`src/rtl/co2ppm_pkg.sv`:
```
// ----------------------------------------------------------------------------
// CO2 ppm estimator package
// Sequencer states, fixed-point constants and the exp2 coefficient table.
// ----------------------------------------------------------------------------
package co2ppm_pkg;

  // sequencer states
  typedef enum logic [3:0] {
    ST_IDLE,
    ST_DEN_MUL,
    ST_NUM_MUL,
    ST_MEAN_DIV_GO,
    ST_MEAN_DIV,
    ST_FILT_MUL0,
    ST_FILT_MUL1,
    ST_FILT_SUM,
    ST_EXP_MUL,
    ST_EXP_CLIP,
    ST_LOG_MUL,
    ST_LOG_SPLIT,
    ST_POW_MUL,
    ST_POW_RND,
    ST_PPM,
    ST_OUT
  } seq_state_t;

  // configuration register indexes
  localparam logic [1:0] REG_BATCH_SIZE     = 2'd0;
  localparam logic [1:0] REG_SMOOTH_WEIGHT  = 2'd1;
  localparam logic [1:0] REG_REFERENCE_MV   = 2'd2;
  localparam logic [1:0] REG_ADC_FULL_SCALE = 2'd3;

  // divider geometry
  localparam int DIV_NW = 42;
  localparam int DIV_DW = 24;

  typedef struct packed {
    logic busy;
    logic done;
  } div_stat_t;

  // widths and fixed values
  localparam int SUM_W = 20;
  localparam logic [19:0] SUM_MAX      = 20'hFFFFF;
  localparam logic [19:0] PPM_MAX      = 20'hFFFFF;
  localparam logic [19:0] CAL_PPM      = 20'd400;
  localparam logic [23:0] OFFSET_RESET = 24'd384000;   // 1500 mV, Q16.8
  localparam logic [24:0] SPAN_Q8      = 25'd153600;   // 600 mV, Q16.8
  localparam logic [23:0] Q24_MAX      = 24'hFFFFFF;
  localparam logic [31:0] LOG2_400_Q16 = 32'd566484;
  // floor(n / 150) as (n * RECIP_150) >> RECIP_SHIFT, exact for n below 2^28
  localparam logic [31:0] RECIP_150    = 32'd458129845;
  localparam int          RECIP_SHIFT  = 36;
  // 75 rounding plus 150 * 2^19 keeps the dividend positive
  localparam logic [28:0] EXP_NUM_BIAS = 29'd75 + 29'd78643200;
  localparam logic [20:0] E_LOW        = 21'd491520;   // 2^19 - 32768
  localparam logic [20:0] E_HIGH       = 21'd557055;   // 2^19 + 32767
  // e*K + 2^40 + 2048 written as e_off*K + bias, e_off = e + 32768
  localparam logic [40:0] LOG_BIAS =
      41'((64'd1 << 40) - 64'd32768 * 64'd566484 + 64'd2048);
  localparam logic [31:0] ONE_Q30      = 32'h4000_0000;
  localparam logic [63:0] HALF_Q30     = 64'h2000_0000;

  // 2^(2^-(i+1)) in Q2.30
  function automatic logic [31:0] exp2_coef(input logic [3:0] idx);
    logic [31:0] c;
    unique case (idx)
      4'd0:  c = 32'd1518500250;
      4'd1:  c = 32'd1276901417;
      4'd2:  c = 32'd1170923762;
      4'd3:  c = 32'd1121280436;
      4'd4:  c = 32'd1097253708;
      4'd5:  c = 32'd1085434106;
      4'd6:  c = 32'd1079572136;
      4'd7:  c = 32'd1076653033;
      4'd8:  c = 32'd1075196443;
      4'd9:  c = 32'd1074468888;
      4'd10: c = 32'd1074105295;
      4'd11: c = 32'd1073923544;
      4'd12: c = 32'd1073832680;
      4'd13: c = 32'd1073787251;
      4'd14: c = 32'd1073764537;
      4'd15: c = 32'd1073753181;
    endcase
    return c;
  endfunction

endpackage

```
`src/rtl/co2ppm_div.sv`:
```
// ----------------------------------------------------------------------------
// CO2 ppm estimator divider
// Restoring radix-2 unsigned divider, one quotient bit per cycle.
// ----------------------------------------------------------------------------
module co2ppm_div (
  input  logic                            clk,
  input  logic                            rst,
  input  logic                            start,
  input  logic [co2ppm_pkg::DIV_NW-1:0]   dividend,
  input  logic [co2ppm_pkg::DIV_DW-1:0]   divisor,
  output logic [co2ppm_pkg::DIV_NW-1:0]   quotient,
  output co2ppm_pkg::div_stat_t           stat
);
  import co2ppm_pkg::*;

  localparam int CW = $clog2(DIV_NW + 1);

  logic [DIV_DW-1:0] rem;
  logic [DIV_NW-1:0] quo;
  logic [DIV_DW-1:0] dsr;
  logic [CW-1:0]     cnt;
  logic              busy;
  logic              done;
  logic [DIV_DW:0]   shifted;
  logic [DIV_DW:0]   trial;
  logic              neg;

  // one trial subtraction
  always_comb begin
    shifted = {rem, quo[DIV_NW-1]};
    trial   = shifted - {1'b0, dsr};
    neg     = trial[DIV_DW];
  end

  // control
  always_ff @(posedge clk) begin
    if (rst) begin
      busy <= 1'b0;
      done <= 1'b0;
      cnt  <= '0;
    end else begin
      done <= 1'b0;
      if (start) begin
        busy <= 1'b1;
        cnt  <= CW'(DIV_NW);
      end else if (busy) begin
        cnt <= cnt - 1'b1;
        if (cnt == CW'(1)) begin
          busy <= 1'b0;
          done <= 1'b1;
        end
      end
    end
  end

  // datapath
  always_ff @(posedge clk) begin
    if (start) begin
      rem <= '0;
      quo <= dividend;
      dsr <= divisor;
    end else if (busy) begin
      rem <= neg ? shifted[DIV_DW-1:0] : trial[DIV_DW-1:0];
      quo <= {quo[DIV_NW-2:0], ~neg};
    end
  end

  assign quotient  = quo;
  assign stat.busy = busy;
  assign stat.done = done;

endmodule

```
`src/rtl/co2_sensor_ppm_estimator_core.sv`:
```
// ----------------------------------------------------------------------------
// CO2 sensor ppm estimator core
// Batch averaging, exponential smoothing and log-law ppm conversion.
// ----------------------------------------------------------------------------
// Each sample request that does not close a batch is taken at once, and the
// next may follow straight after it. The sample that closes a batch starts
// the end-of-batch sequence, shorter for a calibrate than for a measure,
// during which s_tready is low. For a measure, one 42-step pass of the
// radix-2 divider for the mean voltage, the exponent divide by 150 as a
// reciprocal multiply and sixteen multiply-and-round steps of the shared
// 32x32 multiplier for 2^frac account for nearly all of it. The last state,
// ST_OUT, waits further while an earlier result is still held. The result
// sits in an output register, so a new batch may start while it waits.
module co2_sensor_ppm_estimator_core #(
  parameter int ADC_BITS = 12
) (
  input  logic                                clk,
  input  logic                                rst,
  // s_tdata: adc_sample
  input  logic                                s_tvalid,
  output logic                                s_tready,
  input  logic [((ADC_BITS + 7) / 8) * 8-1:0] s_tdata,
  // s_tuser: cmd
  input  logic [0:0]                          s_tuser,
  // m_tdata: co2_ppm [19:0], voltage_mv [35:20], zero fill
  output logic                                m_tvalid,
  input  logic                                m_tready,
  output logic [39:0]                         m_tdata,
  // m_tuser: saturated
  output logic [0:0]                          m_tuser,
  input  logic                                cfg_we,
  input  logic [1:0]                          cfg_index,
  input  logic [15:0]                         cfg_data
);
  import co2ppm_pkg::*;

  // configuration
  logic [7:0]  batch_size;
  logic [15:0] smoothing_weight;
  logic [12:0] reference_mv;
  logic [15:0] adc_full_scale;

  // state
  seq_state_t  state, state_next;
  logic [SUM_W-1:0] sample_sum;
  logic [7:0]  sample_counter;
  logic [23:0] filtered_mv;
  logic [23:0] zero_offset_mv;
  logic        cmd_r;

  // working registers
  logic [23:0] den;
  logic [23:0] mean;
  logic [40:0] acc;
  logic [15:0] e_off;
  logic [15:0] frac;
  logic signed [13:0] ip;
  logic [31:0] y;
  logic [3:0]  idx;
  logic [19:0] res_ppm;
  logic        res_sat;
  logic [63:0] prod;

  // output register
  logic [19:0] out_ppm;
  logic [15:0] out_mv;
  logic        out_sat;

  // divider
  logic              div_start;
  logic [DIV_NW-1:0] div_dividend;
  logic [DIV_DW-1:0] div_divisor;
  logic [DIV_NW-1:0] div_q;
  div_stat_t         div_stat;

  // multiplier operands
  logic [31:0] mul_a;
  logic [31:0] mul_b;

  // sample accumulation
  logic [ADC_BITS-1:0] sample;
  logic [SUM_W:0]      sum_add;
  logic [SUM_W-1:0]    sum_sat;
  logic [7:0]          cnt_inc;
  logic [7:0]          batch_eff;
  logic [15:0]         fs_eff;
  logic                accept;
  logic                batch_end;
  logic                out_free;

  // end-of-batch arithmetic
  logic [40:0] filt_sum;
  logic [23:0] filt_new;
  logic [24:0] off_sum;
  logic [28:0] exp_num;
  logic [20:0] exp_q;
  logic        exp_ovf;
  logic [40:0] log_u;
  logic [63:0] pow_rnd;
  logic [5:0]  sh;
  logic [40:0] ppm_rnd;
  logic [40:0] ppm_p;

  co2ppm_div u_div (
    .clk      (clk),
    .rst      (rst),
    .start    (div_start),
    .dividend (div_dividend),
    .divisor  (div_divisor),
    .quotient (div_q),
    .stat     (div_stat)
  );

  // sample path
  always_comb begin
    sample    = s_tdata[ADC_BITS-1:0];
    sum_add   = {1'b0, sample_sum} + (SUM_W + 1)'(sample);
    sum_sat   = sum_add[SUM_W] ? SUM_MAX : sum_add[SUM_W-1:0];
    cnt_inc   = sample_counter + 8'd1;
    batch_eff = (batch_size == 8'd0) ? 8'd1 : batch_size;
    fs_eff    = (adc_full_scale == 16'd0) ? 16'd1 : adc_full_scale;
    accept    = s_tvalid && s_tready;
    batch_end = accept && !(cnt_inc < batch_eff);
    out_free  = !m_tvalid || m_tready;
  end

  // end-of-batch arithmetic
  always_comb begin
    filt_sum = acc + prod[40:0] + 41'd32768;
    filt_new = filt_sum[39:16];
    off_sum  = {1'b0, filtered_mv} + SPAN_Q8;
    exp_num  = 29'({zero_offset_mv, 2'b00}) + EXP_NUM_BIAS
             - 29'({filtered_mv, 2'b00});
    exp_q    = prod[RECIP_SHIFT+20:RECIP_SHIFT];
    exp_ovf  = |prod[63:RECIP_SHIFT+21];
    log_u    = prod[40:0] + LOG_BIAS;
    pow_rnd  = prod + HALF_Q30;
    sh       = 6'(14'sd30 - ip);
    ppm_rnd  = 41'(y) + (41'd1 << (sh - 6'd1));
    ppm_p    = ppm_rnd >> sh;
  end

  // next state
  always_comb begin
    state_next = state;
    unique case (state)
      ST_IDLE:        if (batch_end) state_next = ST_DEN_MUL;
      ST_DEN_MUL:     state_next = ST_NUM_MUL;
      ST_NUM_MUL:     state_next = ST_MEAN_DIV_GO;
      ST_MEAN_DIV_GO: state_next = ST_MEAN_DIV;
      ST_MEAN_DIV:    if (div_stat.done) state_next = ST_FILT_MUL0;
      ST_FILT_MUL0:   state_next = ST_FILT_MUL1;
      ST_FILT_MUL1:   state_next = ST_FILT_SUM;
      ST_FILT_SUM:    state_next = cmd_r ? ST_OUT : ST_EXP_MUL;
      ST_EXP_MUL:     state_next = ST_EXP_CLIP;
      ST_EXP_CLIP:    state_next = ST_LOG_MUL;
      ST_LOG_MUL:     state_next = ST_LOG_SPLIT;
      ST_LOG_SPLIT:   state_next = ST_POW_MUL;
      ST_POW_MUL:     state_next = ST_POW_RND;
      ST_POW_RND:     state_next = (idx == 4'd15) ? ST_PPM : ST_POW_MUL;
      ST_PPM:         state_next = ST_OUT;
      ST_OUT:         if (out_free) state_next = ST_IDLE;
      default:        state_next = ST_IDLE;
    endcase
  end

  // sequencer outputs: handshake, divider request, multiplier operands
  always_comb begin
    s_tready     = (state == ST_IDLE);
    div_start    = 1'b0;
    div_dividend = '0;
    div_divisor  = '0;
    mul_a        = '0;
    mul_b        = '0;
    unique case (state)
      ST_DEN_MUL: begin
        mul_a = 32'(fs_eff);
        mul_b = 32'(batch_eff);
      end
      ST_NUM_MUL: begin
        mul_a = 32'(sample_sum);
        mul_b = 32'(reference_mv);
      end
      ST_MEAN_DIV_GO: begin
        div_start    = 1'b1;
        div_dividend = (DIV_NW'(prod[32:0]) << 8) + DIV_NW'(den[23:1]);
        div_divisor  = den;
      end
      ST_FILT_MUL0: begin
        mul_a = 32'(smoothing_weight);
        mul_b = 32'(filtered_mv);
      end
      ST_FILT_MUL1: begin
        mul_a = 32'(17'h10000 - {1'b0, smoothing_weight});
        mul_b = 32'(mean);
      end
      // exponent divide by 150 through the reciprocal
      ST_EXP_MUL: begin
        mul_a = 32'(exp_num);
        mul_b = RECIP_150;
      end
      ST_LOG_MUL: begin
        mul_a = 32'(e_off);
        mul_b = LOG2_400_Q16;
      end
      ST_POW_MUL: begin
        mul_a = y;
        mul_b = frac[4'd15 - idx] ? exp2_coef(idx) : ONE_Q30;
      end
      default: ;
    endcase
  end

  // shared multiplier, product registered
  always_ff @(posedge clk) begin
    prod <= 64'(mul_a) * 64'(mul_b);
  end

  // configuration writes
  always_ff @(posedge clk) begin
    if (rst) begin
      batch_size       <= 8'd100;
      smoothing_weight <= 16'd64881;
      reference_mv     <= 13'd3300;
      adc_full_scale   <= 16'd4096;
    end else if (cfg_we) begin
      unique case (cfg_index)
        REG_BATCH_SIZE:     batch_size       <= cfg_data[7:0];
        REG_SMOOTH_WEIGHT:  smoothing_weight <= cfg_data;
        REG_REFERENCE_MV:   reference_mv     <= cfg_data[12:0];
        REG_ADC_FULL_SCALE: adc_full_scale   <= cfg_data;
      endcase
    end
  end

  // control state and persistent filter state
  always_ff @(posedge clk) begin
    if (rst) begin
      state          <= ST_IDLE;
      sample_sum     <= '0;
      sample_counter <= '0;
      filtered_mv    <= '0;
      zero_offset_mv <= OFFSET_RESET;
      m_tvalid       <= 1'b0;
    end else begin
      state <= state_next;
      if (accept) begin
        sample_sum     <= sum_sat;
        sample_counter <= cnt_inc;
      end
      if (state == ST_MEAN_DIV_GO) begin
        sample_sum     <= '0;
        sample_counter <= '0;
      end
      if (state == ST_FILT_SUM) begin
        filtered_mv <= filt_new;
      end
      // calibrate: offset follows the fresh filter value
      if (state == ST_OUT && cmd_r && state_next == ST_IDLE) begin
        zero_offset_mv <= off_sum[24] ? Q24_MAX : off_sum[23:0];
      end
      if (state == ST_OUT && out_free) begin
        m_tvalid <= 1'b1;
      end else if (m_tready) begin
        m_tvalid <= 1'b0;
      end
    end
  end

  // working registers
  always_ff @(posedge clk) begin
    if (accept) cmd_r <= s_tuser[0];
    unique case (state)
      ST_NUM_MUL: den <= prod[23:0];
      ST_MEAN_DIV: begin
        if (div_stat.done) begin
          mean <= (|div_q[DIV_NW-1:24]) ? Q24_MAX : div_q[23:0];
        end
      end
      ST_FILT_MUL1: acc <= prod[40:0];
      ST_FILT_SUM: begin
        res_ppm <= CAL_PPM;
        res_sat <= 1'b0;
      end
      // exponent clipped to Q4.12 range, kept offset by 32768
      ST_EXP_CLIP: begin
        priority if (exp_ovf || exp_q >= E_HIGH) e_off <= 16'hFFFF;
        else if (exp_q < E_LOW) e_off <= 16'd0;
        else e_off <= 16'(exp_q - E_LOW);
      end
      ST_LOG_SPLIT: begin
        frac <= log_u[27:12];
        ip   <= $signed({1'b0, log_u[40:28]}) - 14'sd4096;
        y    <= ONE_Q30;
        idx  <= 4'd0;
      end
      ST_POW_RND: begin
        y   <= pow_rnd[61:30];
        idx <= idx + 4'd1;
      end
      // scale by 2^ip with rounding and clip
      ST_PPM: begin
        priority if (ip >= 14'sd20) begin
          res_ppm <= PPM_MAX;
          res_sat <= 1'b1;
        end else if (ip < -14'sd10) begin
          res_ppm <= '0;
          res_sat <= 1'b0;
        end else if (ppm_p > 41'(PPM_MAX)) begin
          res_ppm <= PPM_MAX;
          res_sat <= 1'b1;
        end else begin
          res_ppm <= ppm_p[19:0];
          res_sat <= 1'b0;
        end
      end
      default: ;
    endcase
  end

  // output register load
  always_ff @(posedge clk) begin
    if (state == ST_OUT && out_free) begin
      out_ppm <= res_ppm;
      out_mv  <= filtered_mv[23:8];
      out_sat <= res_sat;
    end
  end

  assign m_tdata = {4'b0000, out_mv, out_ppm};
  assign m_tuser = out_sat;

endmodule

```
`config.mk`:
```
export PLATFORM = sky130hd
export DESIGN_NAME = co2_sensor_ppm_estimator_core
export DESIGN_NICKNAME = d
export VERILOG_FILES = /design/src/rtl/co2ppm_pkg.sv /design/src/rtl/co2ppm_div.sv /design/src/rtl/co2_sensor_ppm_estimator_core.sv
export SDC_FILE = /design/constraint.sdc
export NUM_CORES = 2
export LEC_CHECK = 0
export ABC_AREA = 1
export BUFFER_PORTS_ARGS = -buffer_cell sky130_fd_sc_hd__clkbuf_2
export CORE_ASPECT_RATIO = 1.75
export CORE_MARGIN = 2
export CORE_UTILIZATION = 62
export CTS_BUF_LIST = sky130_fd_sc_hd__clkbuf_2
export DETAILED_ROUTE_END_ITERATION = 8
export GPL_TIMING_DRIVEN = 1
export PLACE_DENSITY = 0.79
export SKIP_CTS_REPAIR_TIMING = 1
export SLEW_MARGIN = 20
export SYNTH_ARGS = -nofsm -noshare
export SYNTH_HDL_FRONTEND = slang
export SYNTH_SLANG_ARGS = --single-unit
```
`constraint.sdc`:
```
create_clock -name clk -period 14.37 [get_ports clk]
set_input_delay 2.1555 -clock clk [delete_from_list [all_inputs] [get_ports clk]]
set_output_delay 2.1555 -clock clk [all_outputs]
set_load 0.05 [all_outputs]
```
==> out/results.tsv <==
metric	value	unit
final_cells	9693	
cp.required	15540	ps
setup_tns	0	ps
synth_edf_count	294	
outcome	finished clean	
synthFlopType	edfxtp_1	
min_path_cells	0	
cp.arrival	13670	ps
layout_commonest_cell	inv_1	
drive_gt1_frac	0.05520	
hp-start	res_ppm[19]	
hold_class	reg2reg	
die-area	107900	µm²
critPathMaxFanout	16	
std_cell_rows	157	
fmax	0.07997	GHz
wl	211.3	mm
timing.rr.start	zero_offset_mv[0]	
cp_common_cell	fa_1	
syn2layout_area_growth	4.831	%
firstDrtPassIters	7	
dp_hpwl	169.4	mm
r2r-end	prod[60]	
yosysUniqueCellTypes	68	
grt.total_usage	0.3970	
holdWs	436.0	ps
dieHeight	433.0	µm
grt_pass1_vias	58430	
critPathMaxStageDelay	660	ps
avgSynthCellArea	7.940	µm²
ys_ff_latch	553	
ios	83	
worstSetupPathType	reg2reg	
synthCells	8214	
total_power	3.546	mW
start_kind	register	
dpl-instance-area	67100	µm²
grt_pass1_wl	324.9	mm
drtIter0Drc	4805	
period_minus_slack	12500	ps
wl_per_cell	21.80	µm
start_util	0.6240	
path_buf_inv	10	
port-buffer-count	74	
fin_nets	9633	
antenna_found_initial	4	
worstMarginPinSlew	1151	ps
cts.clk_slew.worst_paths	130	ps
final_core_util	0.6542	
fin_crit_sh	0.8702	
cpLargestDelayFamily	adder cells	
h-tree-depth	3	
ir_worst_vdd	0.07104	mV
vias_per_cell	5.815	
final_cell_mix	1879 x inv_1, 1620 x nand2_1, 842 x fa_1	
numCtsBuffers	115	
finalSetupViolations	0	
die_width	249.2	µm
stdcell_area	68370	µm²
cap_viol_max_count	0	
r2r_cells	48	
worst_path_max_delay_cell	nand2_1	
path_depth	48	
rsz0062_at_grt	false	
p_leak	34.93	nW
synth_area	65220	µm²
async_flop_share	0	
hold-path-endpoint	out_ppm[19]	
clock_sinks	553	
setup_slack	1865	ps
synth-seq-area-share	0.2149	
post-place-ws	2325	ps
clk-insertion-delay-late	1450	ps
multi_input_area	43070	µm²
ys_warn_count	0	
hold_viol	0	
cts_buffer_depth	3	
end_kind	register	
placed_cells	9466	
r2r_slack	1870	ps
gp_congestion	1.016	
fin_skew	174.4	ps
regArea	14010	µm²
via_count	56370	
ant_nets	0	
overflow	0	
slew_headroom	0.2328	
ctsRootBufferMaster	clkbuf_2	
fillCellCount	9051	
drc	0	
power_density	51.86	nW/µm²
fp.coreArea	104500	µm²
cts_tree	yes	
maxSlewViolCount	0	
grt_start_max_net_pins	81	
cell usage after synthesis, types with 18 or more instances:
master | n | area share
inv_1 | 1881 | 0.11
nand2_1 | 1620 | 0.093
fa_1 | 842 | 0.26
nor2_1 | 679 | 0.039
ha_1 | 518 | 0.099
a21oi_1 | 406 | 0.031
o21ai_0 | 337 | 0.026
edfxtp_1 | 294 | 0.14
dfxtp_1 | 259 | 0.080
nand3_1 | 259 | 0.020
clkbuf_1 | 233 | 0.013
xor2_1 | 146 | 0.020
nor3_1 | 93 | 0.0071
o211ai_1 | 70 | 0.0081
nand4_1 | 59 | 0.0057
xnor2_1 | 56 | 0.0075
a31oi_1 | 50 | 0.0048
o21ai_1 | 35 | 0.0027
a221oi_1 | 29 | 0.0039
o21bai_1 | 25 | 0.0029
nor4_1 | 24 | 0.0023
buf_2 | 21 | 0.0016
a211oi_1 | 18 | 0.0021
o22ai_1 | 18 | 0.0017
state kept, by name, indices dropped and copies added, names as in the netlist, 6 cells and up, named ones only:
name	flops
acc	40
adc_full_scale	16
batch_size	8
den	24
e_off	16
filtered_mv	24
frac	16
ip	13
mean	24
out_mv	16
out_ppm	20
prod	64
reference_mv	13
res_ppm	20
sample_counter	8
sample_sum	20
smoothing_weight	16
u_div.cnt	6
u_div.dsr	24
u_div.quotient	42
u_div.rem	24
y	32
zero_offset_mv	24
layer usage:
metal	global-route usage	part of all wire
met1	0.4387	0.34
met2	0.6844	0.49
met3	0.06179	0.079
met4	0.3130	0.094
met5	0	0.00020
worst max path at each step:
stage / to / startpoint
6_report: prod[60] / zero_offset_mv[0]
5_1_grt: prod[60] / zero_offset_mv[1]
4_1_cts: prod[60] / zero_offset_mv[0]
3_5_place_dp: prod[60] / zero_offset_mv[1]
3_3_place_gp: prod[60] / zero_offset_mv[1]
2_1_floorplan: prod[60] / state[2]
logic make-up after synthesis:
| logic type | after synthesis | share of synthesized area |
|---|---|---|
| simple gates | 2808 | 0.1755 |
| fa+ha+maj | 1360 | 0.3578 |
| xor+xnor | 202 | 0.02713 |
| flops | 553 | 0.2149 |
| mux | 8 | 0.001228 |
| other cells | 1 | 0.00005750 |
| compound gates | 1090 | 0.09597 |
| buf+inv | 2192 | 0.1274 |
final cells by class:
| type | instances | area share |
|---|---|---|
| Multi-Input combinational cell | 5472 | 0.6299 |
| Sequential cell | 553 | 0.2050 |
| Inverter | 1911 | 0.1050 |
| Tap cell | 1351 | 0.02473 |
| Timing Repair Buffer | 180 | 0.01735 |
| Clock buffer | 159 | 0.01164 |
| Clock inverter | 59 | 0.006149 |
| Antenna cell | 8 | 0.0002928 |
power breakdown:
group          switching, mW  internal (mW)
sequential            0.0527           1.71
clock                  0.678          0.421
combinational          0.468          0.212
worst register-to-register path, delay by kind of cell (launching register included):
family,cells,cell delay (ps)
flip-flops,1,360
buffers and inverters,10,1110
AO/OA/AOI/OAI,12,3120
AND/OR/NAND/NOR,13,2260
XOR/XNOR,1,160
adder cells (fa/ha/maj),12,5240
No activity file was read; power rests on OpenSTA's default activity.
